**config.mk**
```make
export PLATFORM = sky130hd
export DESIGN_NAME = rwut_ram
export DESIGN_NICKNAME = d
export VERILOG_FILES = /design/src/sv/rwut_ram.sv
export SDC_FILE = /design/constraint.sdc
export NUM_CORES = 1
export LEC_CHECK = 0
export ABC_AREA = 1
export BUFFER_PORTS_ARGS = -buffer_cell sky130_fd_sc_hd__buf_2
export CELL_PAD_IN_SITES_DETAIL_PLACEMENT = 1
export CELL_PAD_IN_SITES_GLOBAL_PLACEMENT = 1
export CORE_ASPECT_RATIO = 1.25
export CORE_UTILIZATION = 49
export CTS_BUF_LIST = sky130_fd_sc_hd__clkbuf_16
export CTS_CLUSTER_DIAMETER = 150
export CTS_CLUSTER_SIZE = 24
export DETAILED_ROUTE_END_ITERATION = 8
export GPL_TIMING_DRIVEN = 0
export HOLD_SLACK_MARGIN = 0.08
export PLACE_DENSITY_LB_ADDON = 0.1
export RECOVER_POWER = 25
export SLEW_MARGIN = 20
export SYNTH_ARGS = -nofsm -noshare
export SYNTH_HDL_FRONTEND = slang
export SYNTH_SLANG_ARGS = --single-unit
```
**constraint.sdc**
```tcl
create_clock -name i_clk -period 1.35 [get_ports i_clk]
set_input_delay 0.135 -clock i_clk [delete_from_list [all_inputs] [get_ports i_clk]]
set_output_delay 0.135 -clock i_clk [all_outputs]
set_load 0.01 [all_outputs]
```
**src/sv/rwut_ram.sv**
```systemverilog
// Generic single-port-write, single-port-read RAM with a registered read.
// Holds the per-entry state of the weight table; uses no package items.
`default_nettype none

module rwut_ram #(
    parameter int WIDTH = 8,
    parameter int DEPTH = 16
) (
    input  wire logic                     i_clk,
    input  wire logic                     i_we,
    input  wire logic [$clog2(DEPTH)-1:0] i_waddr,
    input  wire logic [WIDTH-1:0]         i_wdata,
    input  wire logic                     i_re,
    input  wire logic [$clog2(DEPTH)-1:0] i_raddr,
    output logic      [WIDTH-1:0]         o_rdata
);

    logic [WIDTH-1:0] r_mem [DEPTH];
    logic [WIDTH-1:0] r_rdata;

    // Write port and registered read port; read data holds when no read is issued.
    always_ff @(posedge i_clk) begin
        if (i_we) begin
            r_mem[i_waddr] <= i_wdata;
        end
        if (i_re) begin
            r_rdata <= r_mem[i_raddr];
        end
    end

    assign o_rdata = r_rdata;

endmodule

`default_nettype wire

```
==> run metrics <==
Comb pwr share 6.6%; YS warnings 0; core region area 11600 µm²; initial antenna violation count 0; critical-path maximum fanout 8; Sink Count 136; Pint 7.40 mW; Max-cap violations 0; GRT overflow 0; Worst-path clk slew ~60 ps; Worst Setup Start Kind primary input; # diodes 0; vias in the first global route 4234; # Post-CTS Setup Buffers 0; Synth Area per Inst 10.6 µm²; P_leak 2.88 nW; final setup fails 0; Post-DP HPWL between 10000 and 15000 µm; row count 44; Initial Utilization 50.3%; Net Count, Synth 570; wire length per cell 20.3 µm; fillcell total around 1300; clock latency on the worst-skew pair between 400 and 500 ps; DRC 0; Slew @ Worst Pin around 1100 ps; pin count of the biggest net entering global routing 17; FF/Latch Area 4080 µm²; Chip Width about 100 µm; Die Footprint 12400 µm²; layout cells sized above 1 11.6%; Nets slightly above 600; drt pass-1 iters 5; pwr/cell area 1430 nW/µm²; Final Max Tran Viols 0; worst path required time 1380 ps; Tot Pwr ~9.6 mW; maximum VDD drop 1090 µV; CTS Buf Count 17; Max Clock Freq 810 MHz; RSZ-0062 raised after global routing no; first-pass GRT wire length 23700 µm; CTS root buffer clkbuf_16; CP Class primary input to flip-flop; Seq/Total Area, Yosys 69.8%; Final Hold Viols 0; Post-Place Cells 735; Post-Syn Area 5850 µm²; Die Height 124 µm; HP Class primary input to flip-flop; GRT Resource Usage Total 27.4%; final WL 15600 µm; Via density 5.26; Synth Instances 551; clk buf depth 2; multi-input logic area 1220 µm²; Area growth syn-to-layout 14.4%; gpl congestion 0.797; Hold WS 174 ps; sequential share of power between 50% and 60%; endpoint type of the worst setup path flip-flop; Rel. slew slack 29.1%; clock period minus worst slack 1230 ps; sw frac 22.6%; CTS HTree Levels 4; fin cells 767; antenna-violating nets left 0; Distinct cells, synth 11; I/O Buffers 23; status complete, no violations; vias 4037; Switch Pwr 2.16 mW; Clock Skews 11.9 ps; initial DRC count 379; clock power share approximately 43%; total negative slack 0 ps; Arrival @ worst endpoint 1270 ps; TritonCTS clock tree yes; I/O pins 27; synthesized flop and latch total 136; period utilization 91.5%
-- power groups by stage --
stage | clock network (mW) | registers (mW) | logic, mW
6_report | 4.14 | 4.79 | 0.630
5_1_grt | 4.31 | 4.79 | 0.695
4_1_cts | 4.15 | 4.79 | 0.636
3_5_place_dp | 0 | 4.87 | 0.625
3_3_place_gp | 0 | 4.86 | 0.599
2_1_floorplan | 0 | 4.88 | 0.333
-- synth_stat cells --
library cell | count | share of area [%]
inv_2 | 2 | 0.13
nand2_1 | 173 | 11
nor2_1 | 17 | 1.1
buf_6 | 6 | 1.2
buf_1 | 1 | 0.064
buf_2 | 13 | 1.1
edfxtp_1 | 136 | 70
nand3b_1 | 2 | 0.26
nand3_1 | 97 | 8.3
inv_1 | 100 | 6.4
buf_4 | 4 | 0.51
-- sequential cells by signal (all words and copies together), names as in the netlist --
register  flops
r_mem       128
o_rdata       8
-- worst max-delay path, cell delays in order --
cell and delay, ps:
buf_2 110, inv_1 70, nand2_1 110, nor2_1 830
-- cell families (layout without fill, tap and decap cells) --
kind of cell  Yosys count  count (layout)  synth area share (%)
buf+inv               126             181                  9.39
flops                 136             136                  69.8
simple gates          289             289                  20.8
-- worst paths after layout --
kind | from | endpoint | slack (ps) | cells after the start
worst min register to register | r_mem[12][5]$_DFFE_PP_ | o_rdata[5]$_DFFE_PP_ | 810 | 6
worst min-delay path | i_wdata[3] | r_mem[5][3]$_DFFE_PP_ | 170 | 1
worst max register to register | r_mem[15][3]$_DFFE_PP_ | o_rdata[3]$_DFFE_PP_ | 140 | 6
worst max-delay path | i_waddr[1] | r_mem[13][6]$_DFFE_PP_ | 120 | 4
-- metal layers --
| metal | track usage, % | vias up | share of wire, % |
|---|---|---|---|
| met1 | 35.2 | 2025 | 43 |
| li1 | - | 1868 | - |
| met4 | 8.46 | 0 | 1.4 |
| met5 | 0 | - | 0 |
| met3 | 6.06 | 17 | 5.1 |
| met2 | 46.4 | 127 | 50 |
-- cell usage in the layout (no fill, tap or decap), types with 2 or more instances in the layout --
cell type	count
nor2_1	15
clkinvlp_4	2
nor2_2	2
inv_1	102
buf_4	4
clkinv_1	3
clkbuf_16	17
nand2_1	173
buf_2	30
clkbuf_1	6
clkinv_2	6
edfxtp_1	136
buf_6	6
nand3b_1	2
nand3_1	97
inv_2	2
-- through the flow --
| stage | area (µm²) | setup WS (ps) | util, % |
|---|---|---|---|
| floorplan | 5850 | 264 | - |
| CTS | 6690 | 40.2 | 57.6 |
| global route | 6690 | 45.8 | 57.6 |
| detailed placement | 6160 | -398 | 53.1 |
| global placement | 6160 | -368 | 53.1 |
| finish | 6690 | 115 | 57.6 |
-- repair_timing --
item,CTS,global route
endpoints found under the hold margin,8,0
setup endpoints to repair,0,8
gates resized for setup,0,2
hold buffers,1,0
-- final cells by class --
class | count | share of cell area (%)
timing repair buffer | 24 | 1.76
clock buffer | 17 | 6.36
sequential | 136 | 61.0
tap | 161 | 3.01
multi-input combinational | 289 | 18.2
inverter | 102 | 5.72
clock inverter | 14 | 1.40
buffer | 24 | 2.49
Note: power is estimated with default switching activity, not from simulation.
